File: src/hw/rtl/sitd_pkg.sv
`timescale 1ns / 1ps
// shared constants and types for the signed integer to decimal text block
// no dependencies

package sitd_pkg;

  localparam int VALUE_BITS = 64;
  localparam int IN_BITS    = 64;
  // decimal digits needed for an unsigned value of VALUE_BITS bits
  localparam int DIGITS     = (VALUE_BITS * 30103) / 100000 + 1;
  localparam int BIT_CNT_W  = $clog2(VALUE_BITS);
  localparam int DIG_CNT_W  = $clog2(DIGITS + 1);

  localparam logic [7:0] CHAR_ZERO  = 8'd48;
  localparam logic [7:0] CHAR_MINUS = 8'd45;
  localparam logic [3:0] DIGIT_FIVE  = 4'd5;
  localparam logic [3:0] DIGIT_THREE = 4'd3;

  // per-cycle command to every digit cell of the row
  typedef struct packed {
    logic clr;
    logic dabble;
    logic dshift;
  } sitd_cell_ctrl_t;

endpackage

File: src/hw/rtl/signed_integer_to_decimal_ascii.sv
`timescale 1ns / 1ps
// Converts one signed integer per request into its decimal ASCII text, most
// significant character first, a '-' ahead of negative values, no leading zeros,
// with last_char_o on the final character. One request is in flight at a time.
// The magnitude is shifted bit by bit through a row of bcd digit cells, then
// leading zero digits are dropped and the digits are shifted out of the top
// cell one a cycle while out_ready_i does not stall the output.
// Depends on sitd_pkg and sitd_cell.

module signed_integer_to_decimal_ascii
  import sitd_pkg::*;
(
  input  logic               clk_i,
  input  logic               rst_ni,
  input  logic               in_valid_i,
  output logic               in_ready_o,
  input  logic [IN_BITS-1:0] value_i,
  output logic               out_valid_o,
  input  logic               out_ready_i,
  output logic [7:0]         char_code_o,
  output logic               last_char_o
);

  typedef enum logic [3:0] {
    S_IDLE = 4'b0001,
    S_CONV = 4'b0010,
    S_SKIP = 4'b0100,
    S_EMIT = 4'b1000
  } state_e;

  state_e state_q, state_d;

  logic [VALUE_BITS-1:0] mag_q, mag_d;
  logic [BIT_CNT_W-1:0]  bit_cnt_q, bit_cnt_d;
  logic [DIG_CNT_W-1:0]  dig_cnt_q, dig_cnt_d;
  logic                  neg_q, neg_d;
  logic                  out_valid_q, out_valid_d;
  logic [7:0]            char_q, char_d;
  logic                  last_q, last_d;

  logic [VALUE_BITS-1:0] raw;
  logic                  accept;
  logic                  slot_free;
  logic [3:0]            top_digit;
  sitd_cell_ctrl_t       ctrl;

  logic [3:0] digit_w [DIGITS];
  logic       carry_w [DIGITS];

  assign raw        = value_i[VALUE_BITS-1:0];
  assign in_ready_o = (state_q == S_IDLE);
  assign accept     = in_valid_i && in_ready_o;
  assign slot_free  = !out_valid_q || out_ready_i;
  assign top_digit  = digit_w[DIGITS-1];

  // row of digit cells, cell 0 least significant
  for (genvar i = 0; i < DIGITS; i++) begin : g_cell
    logic       bit_in;
    logic [3:0] digit_in;
    if (i == 0) begin : g_low
      assign bit_in   = mag_q[VALUE_BITS-1];
      assign digit_in = 4'd0;
    end else begin : g_up
      assign bit_in   = carry_w[i-1];
      assign digit_in = digit_w[i-1];
    end
    sitd_cell u_cell (
      .clk_i   (clk_i),
      .ctrl_i  (ctrl),
      .bit_i   (bit_in),
      .digit_i (digit_in),
      .digit_o (digit_w[i]),
      .carry_o (carry_w[i])
    );
  end

  always_comb begin
    state_d     = state_q;
    mag_d       = mag_q;
    bit_cnt_d   = bit_cnt_q;
    dig_cnt_d   = dig_cnt_q;
    neg_d       = neg_q;
    char_d      = char_q;
    last_d      = last_q;
    out_valid_d = out_valid_q && !out_ready_i;
    ctrl        = '0;

    // minus sign goes out as soon as the output register is free
    if (neg_q && slot_free) begin
      out_valid_d = 1'b1;
      char_d      = CHAR_MINUS;
      last_d      = 1'b0;
      neg_d       = 1'b0;
    end

    case (state_q)
      S_IDLE: begin
        if (accept) begin
          neg_d     = raw[VALUE_BITS-1];
          mag_d     = raw[VALUE_BITS-1] ? (~raw + 1'b1) : raw;
          bit_cnt_d = '0;
          ctrl.clr  = 1'b1;
          state_d   = S_CONV;
        end
      end
      S_CONV: begin
        ctrl.dabble = 1'b1;
        mag_d       = {mag_q[VALUE_BITS-2:0], 1'b0};
        bit_cnt_d   = bit_cnt_q + 1'b1;
        if (bit_cnt_q == BIT_CNT_W'(VALUE_BITS - 1)) begin
          dig_cnt_d = DIG_CNT_W'(DIGITS);
          state_d   = S_SKIP;
        end
      end
      S_SKIP: begin
        // drop leading zeros, keeping at least one digit
        if (top_digit == 4'd0 && dig_cnt_q > DIG_CNT_W'(1)) begin
          ctrl.dshift = 1'b1;
          dig_cnt_d   = dig_cnt_q - 1'b1;
        end else begin
          state_d = S_EMIT;
        end
      end
      S_EMIT: begin
        if (!neg_q && slot_free) begin
          out_valid_d = 1'b1;
          char_d      = CHAR_ZERO + {4'd0, top_digit};
          last_d      = (dig_cnt_q == DIG_CNT_W'(1));
          ctrl.dshift = 1'b1;
          dig_cnt_d   = dig_cnt_q - 1'b1;
          if (dig_cnt_q == DIG_CNT_W'(1)) begin
            state_d = S_IDLE;
          end
        end
      end
      default: begin
        state_d = S_IDLE;
      end
    endcase
  end

  always_ff @(posedge clk_i or negedge rst_ni) begin
    if (!rst_ni) begin
      state_q     <= S_IDLE;
      neg_q       <= 1'b0;
      out_valid_q <= 1'b0;
      bit_cnt_q   <= '0;
      dig_cnt_q   <= '0;
    end else begin
      state_q     <= state_d;
      neg_q       <= neg_d;
      out_valid_q <= out_valid_d;
      bit_cnt_q   <= bit_cnt_d;
      dig_cnt_q   <= dig_cnt_d;
    end
  end

  always_ff @(posedge clk_i) begin
    mag_q  <= mag_d;
    char_q <= char_d;
    last_q <= last_d;
  end

  assign out_valid_o = out_valid_q;
  assign char_code_o = char_q;
  assign last_char_o = last_q;

endmodule

File: src/hw/rtl/sitd_cell.sv
`timescale 1ns / 1ps
// one bcd digit cell: clear, add-3 and shift step, or whole-digit shift upwards
// depends on sitd_pkg

module sitd_cell
  import sitd_pkg::*;
(
  input  logic            clk_i,
  input  sitd_cell_ctrl_t ctrl_i,
  input  logic            bit_i,
  input  logic [3:0]      digit_i,
  output logic [3:0]      digit_o,
  output logic            carry_o
);

  logic [3:0] digit_q, digit_d;
  logic [3:0] adj;

  assign adj     = (digit_q >= DIGIT_FIVE) ? digit_q + DIGIT_THREE : digit_q;
  assign carry_o = adj[3];
  assign digit_o = digit_q;

  always_comb begin
    digit_d = digit_q;
    if (ctrl_i.clr) begin
      digit_d = 4'd0;
    end else if (ctrl_i.dabble) begin
      digit_d = {adj[2:0], bit_i};
    end else if (ctrl_i.dshift) begin
      digit_d = digit_i;
    end
  end

  always_ff @(posedge clk_i) begin
    digit_q <= digit_d;
  end

endmodule

File: config.mk
export PLATFORM = sky130hd
export DESIGN_NAME = signed_integer_to_decimal_ascii
export DESIGN_NICKNAME = d
export VERILOG_FILES = /design/src/hw/rtl/sitd_pkg.sv /design/src/hw/rtl/signed_integer_to_decimal_ascii.sv /design/src/hw/rtl/sitd_cell.sv
export SDC_FILE = /design/constraint.sdc
export NUM_CORES = 1
export LEC_CHECK = 0
export ABC_CLOCK_PERIOD_IN_PS = 4500
export BUFFER_PORTS_ARGS = -buffer_cell sky130_fd_sc_hd__buf_2
export CORE_ASPECT_RATIO = 0.8
export CORE_MARGIN = 3
export CORE_UTILIZATION = 37
export DETAILED_ROUTE_END_ITERATION = 12
export PLACE_DENSITY = 0.59
export REMOVE_ABC_BUFFERS = 1
export SYNTH_ARGS = -nofsm -noshare
export SYNTH_HDL_FRONTEND = slang
export SYNTH_SLANG_ARGS = --single-unit
File: constraint.sdc
create_clock -name clk_i -period 4.5 [get_ports clk_i]
set_clock_uncertainty 0.1 [all_clocks]
set_input_delay 0.45 -clock clk_i [delete_from_list [all_inputs] [get_ports clk_i]]
set_output_delay 0.45 -clock clk_i [all_outputs]
set_load 0.02 [all_outputs]
Word-level counts from Yosys, hierarchy flattened
Cells that the tools add are included.
{ "totals": {"ff_bits": 170, "in_bits": 68, "output_inout_bits": 11, "wordCells": 195} }
{ "classes": {"add_sub_neg": 24, "n_lt_le_gt_ge": 21, "eq_ne": 12, "n_mux": 93, "bitwise": 1, "reduce_logical": 16} }
{ "op_table": {"columns": ["op", "count"], "rows": [
  ["2-to-1 mux 4 bit", 64],
  ["2-to-1 mux 64 bit", 2],
  ["case mux 64 bit (2 select lines)", 1],
  ["greater-or-equal comparator 4 x 3 -> 1 bit, second input constant", 20],
  ["adder 4 x 2 -> 4 bit, second input constant", 19],
  ["adder 64 x 1 -> 64 bit, second input constant", 1],
  ["inverter 64 bit", 1],
  ["2-to-1 mux 8 bit", 3],
  ["case mux 4 bit (4 select lines)", 1],
  ["2-to-1 mux 5 bit", 3],
  ["case mux 5 bit (3 select lines)", 1],
  ["2-to-1 mux 1 bit", 14],
  ["case mux 6 bit (2 select lines)", 1],
  ["!= test 2 bit, second input constant", 5],
  ["adder 6 x 4 -> 7 bit, first input constant", 1],
  ["adder 6 x 1 -> 6 bit, second input constant", 1],
  ["== test 6 bit, second input constant", 1],
  ["2-to-1 mux 6 bit", 1],
  ["== test 5 x 1 -> 1 bit, second input constant", 1],
  ["greater-than comparator 5 x 1 -> 1 bit, second input constant", 1],
  ["logical AND 1 bit", 5],
  ["AND reduction 5 bit", 1],
  ["subtractor 5 x 1 -> 5 bit, second input constant", 1],
  ["== test 4 x 1 -> 1 bit, second input constant", 1],
  ["other kinds (14)", 17]
]} }

Logic depth before layout (Yosys ltp)
Gate-level depths: netlist of run 1.
{ "logic_depth": {"depth_word": 7, "mapped_depth": 10, "depth_no_buf": 8} }

Modules after synthesis
From an unflattened synthesis of run 1, not the netlist that was laid out.
{ "hier_totals": {"hier_cells": 1259, "area_unflattened_um2": 10950.5} }
{ "by_module_without_submodules": {"columns": ["module", "instances", "cells_per_inst", "area_per_inst_um2", "seq_area_each_um2"], "rows": [
  ["sitd_cell", 20, 35, 280.3, 80.1],
  ["signed_integer_to_decimal_ascii", 1, 559, 5345.1, 2538.7]
]} }

Least setup slack after synthesis of run 1
No wires, ideal clock.
{ "synth_path": {"kind": "register to register", "from": "reg state_q[0]", "to": "reg mag_q[0], enable pin", "setup_ns": 0.418, "arrival_ns": 3.270, "required_time_ns": 3.982, "setup_slack_ns": 0.712, "path_stages_with_launch": 6, "path_buffers": 1, "period_less_slack_ns": 3.788, "path_cell_list": "dfstp_2 -> nor4b_1 -> and2_0 -> clkbuf_1 -> nor2_1 -> inv_1"} }
{ "synth_between": {"elab_chain_cells": 4, "word_cells_on_any_way": 6, "classes_between": "3 x eq/ne; 3 x reduce/logical"} }
{ "synth_rtl": {"columns": ["item", "line_no", "rtl"], "rows": [
  ["from (decl)", "signed_integer_to_decimal_ascii.sv:31", "state_e state_q, state_d;"],
  ["from (signal assigned)", "signed_integer_to_decimal_ascii.sv:150", "state_q <= state_d;"],
  ["== test 4 x 1 -> 1 bit *", "signed_integer_to_decimal_ascii.sv:51", "assign in_ready_o = (state_q == S_IDLE);"],
  ["net in_ready_o", "signed_integer_to_decimal_ascii.sv:16", "output logic in_ready_o,"],
  ["logical AND 1 bit", "signed_integer_to_decimal_ascii.sv:52", "assign accept = in_valid_i && in_ready_o;"],
  ["!= test 2 x 1 -> 1 bit (no source line)", null, null],
  ["AND reduction 2 bit (no source line) *", null, null],
  ["to (signal assigned)", "signed_integer_to_decimal_ascii.sv:159", "mag_q <= mag_d;"],
  ["to (decl)", "signed_integer_to_decimal_ascii.sv:33", "logic [VALUE_BITS-1:0] mag_q, mag_d;"]
]} }
The timed path passes the listed nets; every way through them passes the cells marked *.
A chain may end at the register's enable or synchronous reset.

Final worst setup path of run 1
{ "layout_path": {"from": "reg state_q[2]", "to": "reg g_cell[9].u_cell.digit_q[2]"} }
{ "layout_between": {"elab_chain_cells": 4, "word_cells_on_any_way": 11, "classes_between": "4 x eq/ne; 5 x mux; 2 x reduce/logical"} }
{ "layout_rtl": {"columns": ["item", "line_no", "rtl"], "rows": [
  ["== test 4 x 1 -> 1 bit", "signed_integer_to_decimal_ascii.sv:51, signed_integer_to_decimal_ascii.sv:96", null],
  ["logical AND 1 bit", "signed_integer_to_decimal_ascii.sv:52", null],
  ["2-to-1 mux 1 bit", "signed_integer_to_decimal_ascii.sv:98", "if (accept) begin"],
  ["2-to-1 mux 1 bit", "signed_integer_to_decimal_ascii.sv:96", "case (state_q)"],
  ["to (signal assigned)", "sitd_cell.sv:35", "digit_q <= digit_d;"],
  ["to (decl)", "sitd_cell.sv:16", "logic [3:0] digit_q, digit_d;"]
]} }
Several ways; a longest one is shown, not always the timed one.

==> metrics.md, run 1 <==
| Metric | Value |
|---|---|
| Synth Area in Adders | 0.0535 |
| Rel. slew slack | 0.332 |
| Element type at the critical path end | flip-flop |
| R2r startpoint | state_q[2] |
| H-tree Lvls | 4 |
| Detailed-route DRC error count | 0 |
| #FFs+latches synth | between 150 and 200 |
| IO Port Bufs | 78 |
| Hold Path Cell Cnt | 3 |
| Worst-margin pin slew | approximately 1 ns |
| Placed Area | 0.0112 mm2 |
| Drt first pass iters | 5 |
| Flop2flop setup slack | 1.46 ns |
| Worst path arrival time | 3.26 ns |
| Clk root buf | clkbuf_16 |
| Synth unique cells | 62 |
| R2r endpoint | g_cell[9].u_cell.digit_o[2] |
| Routed met3 length | approximately 750 um |
| Overall Global Routing Usage | 0.163 |
| Slew Viols, Final | 0 |
| Number of synthesized flops with an enable pin | 65 |
| Worst Hold Class | input pin to flip-flop |
| Maximum vdd ir drop | 354 uV |
| Post-CTS Resized | 0 |
| Mapped Area | 0.0105 mm2 |
| FFs w/ async S/R, synth | 0.100 |
| First-pass GRT wire length | about 42000 um |
| Met2 routed WL | 10800 um |
| Final setup violation count | 0 |
| Mapped Cells | 1216 |
| Highest Signal Layer | met4 |
| Hold path endpoint | state_q[1] |
| Core area | 0.0276 mm2 |
| Clock transition at path regs | 0.07 ns |
| Clock period minus worst slack | 3.04 ns |
| Vias in the first global route | 8243 |
| Largest net degree at the start of global routing | 93 |
| Status | completed |
| CTS Sinks | 170 |
| Initial DRC count | 647 |
| Pleak | 4.30 nW |
| Min-delay src | in_valid_i |
| Area Growth Syn to Fin | 12.1% |
| Critical Path Start Type | flip-flop |
| Vias per Instance | 5.51 |
| Syn_area_per_cell | 8.66 um2 |
| Clk_lat worst skew | 0.43 ns |
| Simple-gate share of the synthesized area | 0.165 |
| Nets | 1351 |
| TritonCTS Buffers | 17 |
| Top-count cell post-synth | nand2_1 |
| Maximum clock rate | between 300 and 400 MHz |
| DR WL/cell | between 15 and 20 um |
| Die width | 195 um |
| Area share of xor/xnor cells in the synthesized design | 0.0690 |
| Antenna violations before repair | 0 |
| M1 WL | 13200 um |
| Total Neg Setup Slack | 0 ns |
| Post-route ant nets | 0 |
| Largest family of logic cells by synthesized area | compound AO/OA/AOI/OAI gates |
| R2R cell count | 6 |
| Main synth FF type | dfxtp_1 |
| PwrDens | between 600 and 700 mW/mm2 |
| Fin crit share | 0.675 |
| Synth warnings | 0 |
| Final GP Congestion | 0.839 |
| Detailed placement HPWL | 16300 um |
| Row count | 54 |
| N_diodes | 0 |
| CTS tree | built |
| Mux share of post-synthesis cell area | 0.00202 |
| # IOs | 79 |
| Area leader, netlist | edfxtp_1 |
| Register area share after synthesis | 0.393 |
| Routed WL | 25100 um |
| Unrepaired setup endpoints after global routing | no |
| FILL cells | 2762 |
| Clk buf depth | 2 |
| Design area | 0.0118 mm2 |
| Synth top area share | 0.185 |
| Largest cells by area after synthesis | edfxtp_1, dfxtp_1, a211oi_1, ha_1, xor2_1 |
| Worst endpoint required time | 4.73 ns |
| Vias | 8896 |
| Grt ovf | 0 |
| Top post-synthesis cells by count | nand2_1, nor2_1, o21ai_0 |
| Initial cell density of the core | 0.381 |
| Critical setup path kind | flip-flop to flip-flop |
| Layout cells sized above 1 | 0.120 |
| Number of max-cap violations | 0 |
| Final Hold Viols | 0 |
| Die span in y | 157 um |
| Largest fanout on the critical path | 20 |
| Complex-gate fraction of the synthesized area | 0.260 |
| Full die area | roughly 0.031 mm2 |
==> placed cells by master (no fill, tap or decap), types with 10 or more instances in the layout <==
master and count:
a21oi_1 67, a311oi_1 19, dfxtp_1 88, o31ai_1 22
nor3_1 25, or3_1 10, a32oi_1 20, buf_4 12
clkbuf_16 18, o32a_1 19, nand2b_1 26, a211oi_1 76
or4_1 11, inv_1 68, o21a_1 19, xor2_1 59
edfxtp_1 65, xnor2_1 24, ha_1 45, dfrtp_1 16
nor2_1 115, buf_2 78, a31oi_1 41, o21ai_0 93
nand2_1 123
==> metrics by stage <==
step / utilization / power (mW) / worst slack [ns] / hold WS [ns] / instances
2_1_floorplan: - / 5.14 / -4.23 / 0.0544 / 1127
4_1_cts: 0.427 / 7.52 / 1.43 / 0.153 / 1615
5_1_grt: 0.427 / 8.09 / 1.15 / 0.170 / 1615
3_3_place_gp: 0.404 / 5.86 / 1.37 / 0.306 / 1582
6_report: 0.427 / 7.48 / 1.46 / 0.171 / 1615
3_5_place_dp: 0.404 / 5.91 / 1.32 / 0.305 / 1582
==> worst max-delay path: stages, from the launching register on <==
cell	delay, ns
dfrtp_1	0.48
nor4b_1	0.51
o2111a_1	0.43
a21o_1	0.66
buf_4	0.39
nand2_1	0.10
a311oi_1	0.26
==> power by group <==
group	switching (mW)	total [mW]	leakage (nW)	internal, mW
registers	0.552	2.93	1.57	2.37
clock network	0.629	1.57	0.309	0.942
logic	1.82	2.98	2.43	1.17
==> cell families (layout without fill, tap and decap cells) <==
logic type,Yosys count,after routing
xor gates and xnor gates,83,83
adders and majority gates,45,45
DFF,170,170
buffers and inverters,157,192
and+or+nand+nor,356,356
muxes,2,2
AOI/OAI and AO/OA,403,403
==> timing repair <==
action	CTS	global route
buffers inserted	0	0
hold buffers	1	0
endpoints found under the hold margin	16	0
==> metal layers <==
metal / vias up / track usage
met5: - / 0
met2: 136 / 0.242
met3: 19 / 0.0270
met1: 4243 / 0.245
li1: 4498 / -
met4: 0 / 0.0414
==> how the worst max path moves through the flow <==
stage / endpoint / slack (ns) / startpoint / cells after the start
final: g_cell[9].u_cell.digit_o[2] / 1.46 / state_q[2] / 6
after global routing: g_cell[9].u_cell.digit_o[2] / 1.15 / state_q[2] / 6
after CTS: g_cell[1].u_cell.digit_o[2] / 1.43 / state_q[2] / 6
after detailed placement: mag_q[58] / 1.32 / value_i[0] / 9
after global placement: mag_q[58] / 1.37 / value_i[0] / 9
after floorplan: mag_q[0] / -4.23 / state_q[2] / 3
==> flip-flops by register name, indices dropped and copies added, names as in the netlist, named ones only <==
name	cells
bit_cnt_q	6
g_cell.u_cell.digit_o	80
char_code_o	7
last_char_o	1
out_valid_o	1
mag_q	64
dig_cnt_q	5
state_q	4
neg_q	1
==> area by class of cell <==
type                    count  area (um2)  share of cell area
multi-input cells         889        5820               0.493
flip-flops and latches    170        4140               0.351
repair buffers             92         510              0.0432
clock buffers              23         489              0.0414
well taps                 364         455              0.0386
inverters                  68         255              0.0216
clock inverters             9         135              0.0114
(Power assumes the default switching activity.)
==> run 2, diff against run 1 <==
Settings changed: ABC_AREA set to 1, ABC_CLOCK_PERIOD_IN_PS 4500 to 2500, PLACE_DENSITY 0.59 to 0.61.
Clock period 4.5 ns to 2.5 ns, I/O delays scaled along.
==> metrics.md, run 2 <==
| Metric | Value |
|---|---|
| Mapped Area | 0.0113 mm2 |
| Synth top area share | 0.172 |
| Crit path max-delay family | simple AND/OR/NAND/NOR gates |
| First-pass GRT wire length | 52400 um |
| Initial cell density of the core | 0.381 |
| Grt ovf | 0 |
| TritonCTS Buffers | 17 |
| Largest register FFs | 80 |
| Critical Path, Cell by Cell | inv_1 -> ha_1 -> nor3b_1 -> nand4_1 -> nand3_4 -> inv_2 -> nand2_1 -> a21oi_1 |
| Top post-synthesis cells by count | nand2_1, nor2_1, o21ai_0 |
| Vias in the first global route | 9992 |
| Main synth FF type | dfxtp_1 |
| Row count | 56 |
| Routed met3 length | 1890 um |
| Post-CTS setup buffer count | 0 |
| Pleak | between 5 and 6 nW |
| Final Hold Viols | 0 |
| Clk_lat worst skew | approximately 0.44 ns |
| Routed WL | 32300 um |
| Vias | 11100 |
| Bufs and invs on worst path | 2 |
| Maximum vdd ir drop | 505 uV |
| CTS Sinks | 170 |
| # IOs | 79 |
| Number of max-cap violations | 0 |
| Multi-input gate area | between 0.006 and 0.007 mm2 |
| Full die area | between 0.03 and 0.04 mm2 |
| Int Pwr | 8.07 mW |
| Syn_area_per_cell | 6.67 um2 |
| PwrDens | approximately 1100 mW/mm2 |
| Largest cells by area after synthesis | edfxtp_1, nand2_1, dfxtp_1, nor2_1, o21ai_0 |
| H-tree Lvls | 4 |
| Slowest cell on crit path | inv_2 |
| Die span in y | 163 um |
| M1 WL | 17100 um |
| Design area | 0.0129 mm2 |
| IO Port Bufs | roughly 80 |
| Element type at the critical path end | flip-flop |
| Clk root buf | clkbuf_16 |
| Sequential Power Share | 0.352 |
| Unrepaired setup endpoints after global routing | no |
| Slew Viols, Final | 0 |
| FILL cells | roughly 3100 |
| Top-count cell post-synth | nand2_1 |
| Most common cell after layout, fill and taps aside | nand2_1 |
| Rel. slew slack | 0.574 |
| Highest Signal Layer | met4 |
| Overall Global Routing Usage | 0.197 |
| Mapped Cells | 1701 |
| Worst endpoint required time | 2.78 ns |
| Number of synthesized flops with an enable pin | 65 |
| Total Neg Setup Slack | 0 ns |
| Register area share after synthesis | 0.365 |
| Placed Area | 0.0123 mm2 |
| Detailed-route DRC error count | 0 |
| Largest net degree at the start of global routing | 84 |
| Largest fanout on the critical path | 25 |
| Area Growth Syn to Fin | 14.1% |
| Nets | 1876 |
| Core area | 0.0298 mm2 |
| WP depth | 8 |
| R2R cell count | 8 |
| Synth unique cells | 41 |
| Die width | 202 um |
| Drt first pass iters | 6 |
| Initial DRC count | 1055 |
| #FFs+latches synth | between 150 and 200 |
| Synth warnings | 0 |
| Post-CTS Resized | 0 |
| Hold Path Cell Cnt | 3 |
| Met2 routed WL | 13000 um |
| Clock period minus worst slack | about 2.2 ns |
| Net Sw Frac | 0.424 |
| Worst Hold Class | input pin to flip-flop |
| Worst path arrival time | around 2.5 ns |
| Slowest stage delay, CP | 0.51 ns |
| Core Util, Final | 0.435 |
| Highest-count cells in the layout ignoring fill and taps | nand2_1, nor2_1, o21ai_0, inv_1, nand3_1 |
| Final GP Congestion | 0.947 |
| Maximum clock rate | 450 MHz |
| Critical Path Start Type | flip-flop |
| Fin crit share | 0.888 |
| CTS tree | built |
| Post-route ant nets | 0 |
| Worst-margin pin slew | 0.635 ns |
| Clk buf depth | 2 |
| Detailed placement HPWL | 23200 um |
| Critical setup path kind | flip-flop to flip-flop |
| N_diodes | 0 |
| Net switching power figure | 5.93 mW |
| Combinational Power Share | 0.439 |
| Area leader, netlist | edfxtp_1 |
| Antenna violations before repair | 0 |
| Post-placement cell count | ~2100 |
| Clock share of power | 0.209 |
| DR WL/cell | roughly 15 um |
| FFs w/ async S/R, synth | 0.100 |
| Status | completed |
| Vias per Instance | ~5.1 |
| Layout Cells excl Fill | 2182 |
| Final setup violation count | 0 |
| Layout cells sized above 1 | 0.0901 |
| Clock transition at path regs | 0.07 ns |
| Reg area | 0.00414 mm2 |
-- run 2: path summary, 6_finish.rpt --
kind	slack [ns]	from	endpoint
max reg2reg	0.28	g_cell[19].u_cell.digit_o[0]	g_cell[15].u_cell.digit_o[2]
max	0.28	g_cell[19].u_cell.digit_o[0]	g_cell[15].u_cell.digit_o[2]
max in group asynchronous	1.82	rst_ni	state_q[0]
min reg2reg	0.34	char_code_o[7]	char_code_o[7]
min	0.05	out_ready_i	flip-flop
min in group asynchronous	0.17	rst_ni	bit_cnt_q[1]
-- run 2: logic make-up after synthesis --
group,count (synthesis),share of synthesized area
buf+inv,222,0.0800
compound gates,296,0.141
fa+ha+maj,45,0.0496
xor+xnor,43,0.0332
simple gates,925,0.331
flops,170,0.365
-- run 2: area by class of cell --
type | count | share of cell area
timing repair buffer | 108 | 0.0576
multi-input combinational | 1309 | 0.488
sequential | 170 | 0.320
tap | 406 | 0.0392
clock inverter | 15 | 0.0162
inverter | 157 | 0.0459
clock buffer | 17 | 0.0329
-- run 2: tightest hold or removal path: stages --
cell,delay [ns]
buf_2,0.08
nor2_1,0.06
nand2_1,0.08
-- run 2: power by group through the flow --
stage | sequential [mW] | clock [mW] | combinational [mW]
4_1_cts | 4.92 | 2.98 | 6.15
2_1_floorplan | 4.84 | 0 | 4.32
5_1_grt | 5.07 | 3.10 | 7.09
6_report | 4.93 | 2.92 | 6.15
3_5_place_dp | 4.96 | 0 | 6.09
3_3_place_gp | 4.95 | 0 | 5.97
-- run 2: per-layer routing --
| metal | GRT usage | vias to the layer above |
|---|---|---|
| li1 | - | 5682 |
| met1 | 0.310 | 5076 |
| met2 | 0.282 | 278 |
| met3 | 0.0316 | 20 |
| met4 | 0.0396 | 0 |
| met5 | 0 | - |
-- run 2: repair_timing --
action                                  4_1_cts  5_1_grt
hold endpoints to repair                     18        0
hold buffers                                  2        0
endpoints found under the setup margin        0        0
-- run 2: through the flow --
| stage | setup WS, ns | hold slack (ns) | total power [mW] |
|---|---|---|---|
| after floorplan | -2.74 | -0.146 | 9.16 |
| after global placement | 0.227 | 0.0967 | 10.9 |
| after detailed placement | 0.196 | 0.0955 | 11.1 |
| after CTS | 0.292 | 0.0335 | 14.1 |
| after global routing | 0.0385 | 0.0499 | 15.3 |
| final | 0.280 | 0.0528 | 14.0 |
==> run 3, diff against run 2 <==
Settings changed: BUFFER_PORTS_ARGS -buffer_cell sky130_fd_sc_hd__buf_2 to -buffer_cell sky130_fd_sc_hd__clkbuf_2, HOLD_SLACK_MARGIN set to 0.15.
==> metrics.md, run 3 (synthesis results as in run 2) <==
| Metric | Value |
|---|---|
| Vias | 11400 |
| Drt first pass iters | 5 |
| Full die area | 0.0328 mm2 |
| N_diodes | 0 |
| Highest-count cells in the layout ignoring fill and taps | nand2_1, nor2_1, o21ai_0, inv_1, nand3_1 |
| Worst path arrival time | 2.45 ns |
| Total Power | between 10 and 15 mW |
| Critical setup path kind | input pin to flip-flop |
| Worst endpoint required time | 2.59 ns |
| Largest net degree at the start of global routing | between 70 and 80 |
| Core area | 0.0298 mm2 |
| Min-delay src | value_i[54] |
| Most common cell after layout, fill and taps aside | nand2_1 |
| Number of max-cap violations | 0 |
| Int Pwr | 8.03 mW |
| First-pass GRT wire length | 53500 um |
| CTS Sinks | 170 |
| IO Port Bufs | 78 |
| Vias per Instance | 5.13 |
| Maximum clock rate | 425 MHz |
| Initial DRC count | 1104 |
| Die width | 202 um |
| Clk_lat worst skew | 0.45 ns |
| Worst-margin pin slew | 0.644 ns |
| Clock transition at path regs | 0.06 ns |
| Slew Viols, Final | 0 |
| Worst Hold Class | input pin to flip-flop |
| Routed WL | 33000 um |
| Critical Path Start Type | input pin |
| Nets | between 1500 and 2000 |
| Detailed-route DRC error count | 0 |
| Largest fanout on the critical path | 3 |
| Total Neg Setup Slack | 0 ns |
| Flop2flop setup slack | 0.39 ns |
| Pleak | 5.62 nW |
| Row count | 56 |
| DR WL/cell | about 15 um |
| CTS tree | built |
| Detailed placement HPWL | 23800 um |
| Clk buf depth | 2 |
| Maximum vdd ir drop | around 580 uV |
| Rel. slew slack | 0.570 |
| Net switching power figure | 6.00 mW |
| Slack of the critical path | 0.147 ns |
| Die span in y | about 160 um |
| H-tree Lvls | 4 |
| Post-route ant nets | 0 |
| Worst hold slack | 0.165 ns |
| Vias in the first global route | slightly above 10000 |
| Unrepaired setup endpoints after global routing | no |
| Largest register FFs | 80 |
| Final Hold Viols | 0 |
| TritonCTS Buffers | 17 |
| Clock period minus worst slack | ~2.4 ns |
| Overall Global Routing Usage | 0.201 |
| Combinational Power Share | 0.445 |
| Sequential Power Share | 0.352 |
| Clk root buf | clkbuf_16 |
| Grt ovf | 0 |
| Antenna violations before repair | 1 |
| # IOs | 79 |
| PwrDens | 1060 mW/mm2 |
| Layout cells sized above 1 | 0.0903 |
| Setup slack at placement | 0.195 ns |
| Final setup violation count | 0 |
| Status | completed |
| Post-placement cell count | between 2000 and 2500 |
| R2r startpoint | dig_cnt_q[1] |
| Layout Cells excl Fill | 2212 |
| Initial cell density of the core | 0.381 |
| Clock share of power | 0.203 |
| CP Launch Point | value_i[0] |
| Net Sw Frac | 0.427 |
| Area Growth Syn to Fin | 16.7% |
| Final GP Congestion | around 1 |
| Fin crit share | 0.941 |
| Element type at the critical path end | flip-flop |
run 3: cell type report:
type	count	area [um2]
clock buffer	18	429
clock inverter	14	189
fill	3034	16500
inverter	157	594
multi-input combinational	1309	6330
sequential	170	4140
tap	406	508
timing repair buffer	138	1050
run 3: repair_timing:
action                     4_1_cts  5_1_grt
hold endpoints to repair        45        1
setup endpoints to repair        0        7
gates resized for setup          0        4
setup buffers                    0        0
hold buffers                    28        1
run 3: power by group through the flow:
stage	clock (mW)	combinational, mW	sequential, mW
3_5_place_dp	0	6.16	4.96
2_1_floorplan	0	4.32	4.84
6_report	2.86	6.24	4.93
3_3_place_gp	0	6.04	4.95
5_1_grt	3.02	7.21	5.07
4_1_cts	2.90	6.25	4.92
run 3: critical path: stages:
cell           delay, ns
dlygate4sd3_1       0.53
clkbuf_2            0.10
inv_1               0.10
ha_1                0.21
nand3_1             0.11
nand2_1             0.12
o21ai_0             0.12
nor2_1              0.30
buf_4               0.21
nand2_1             0.10
nor2_1              0.11
nand2_1             0.05
nand3_1             0.08
nand2_1             0.05
run 3: metal layers:
layer | share of wire | track usage | vias up
met1 | 0.52 | 0.315 | 5213
met5 | 0 | 0 | -
li1 | - | - | 5753
met3 | 0.069 | 0.0354 | 33
met2 | 0.40 | 0.285 | 358
met4 | 0.011 | 0.0434 | 0
run 3: metrics by stage:
step                area, um2   util
floorplan               11000      -
global placement        12300  0.414
detailed placement      12300  0.414
CTS                     13200  0.444
global route            13200  0.445
finish                  13200  0.445
run 3: path summary, 6_finish.rpt:
check,endpoint,cells past startpoint
hold / removal,mag_q[54],4
max in group asynchronous,state_q[0],2
setup / recovery,mag_q[38],14
min in group asynchronous,out_valid_o,2
hold reg to reg,char_code_o[6],2
setup reg to reg,g_cell[9].u_cell.digit_o[2],8
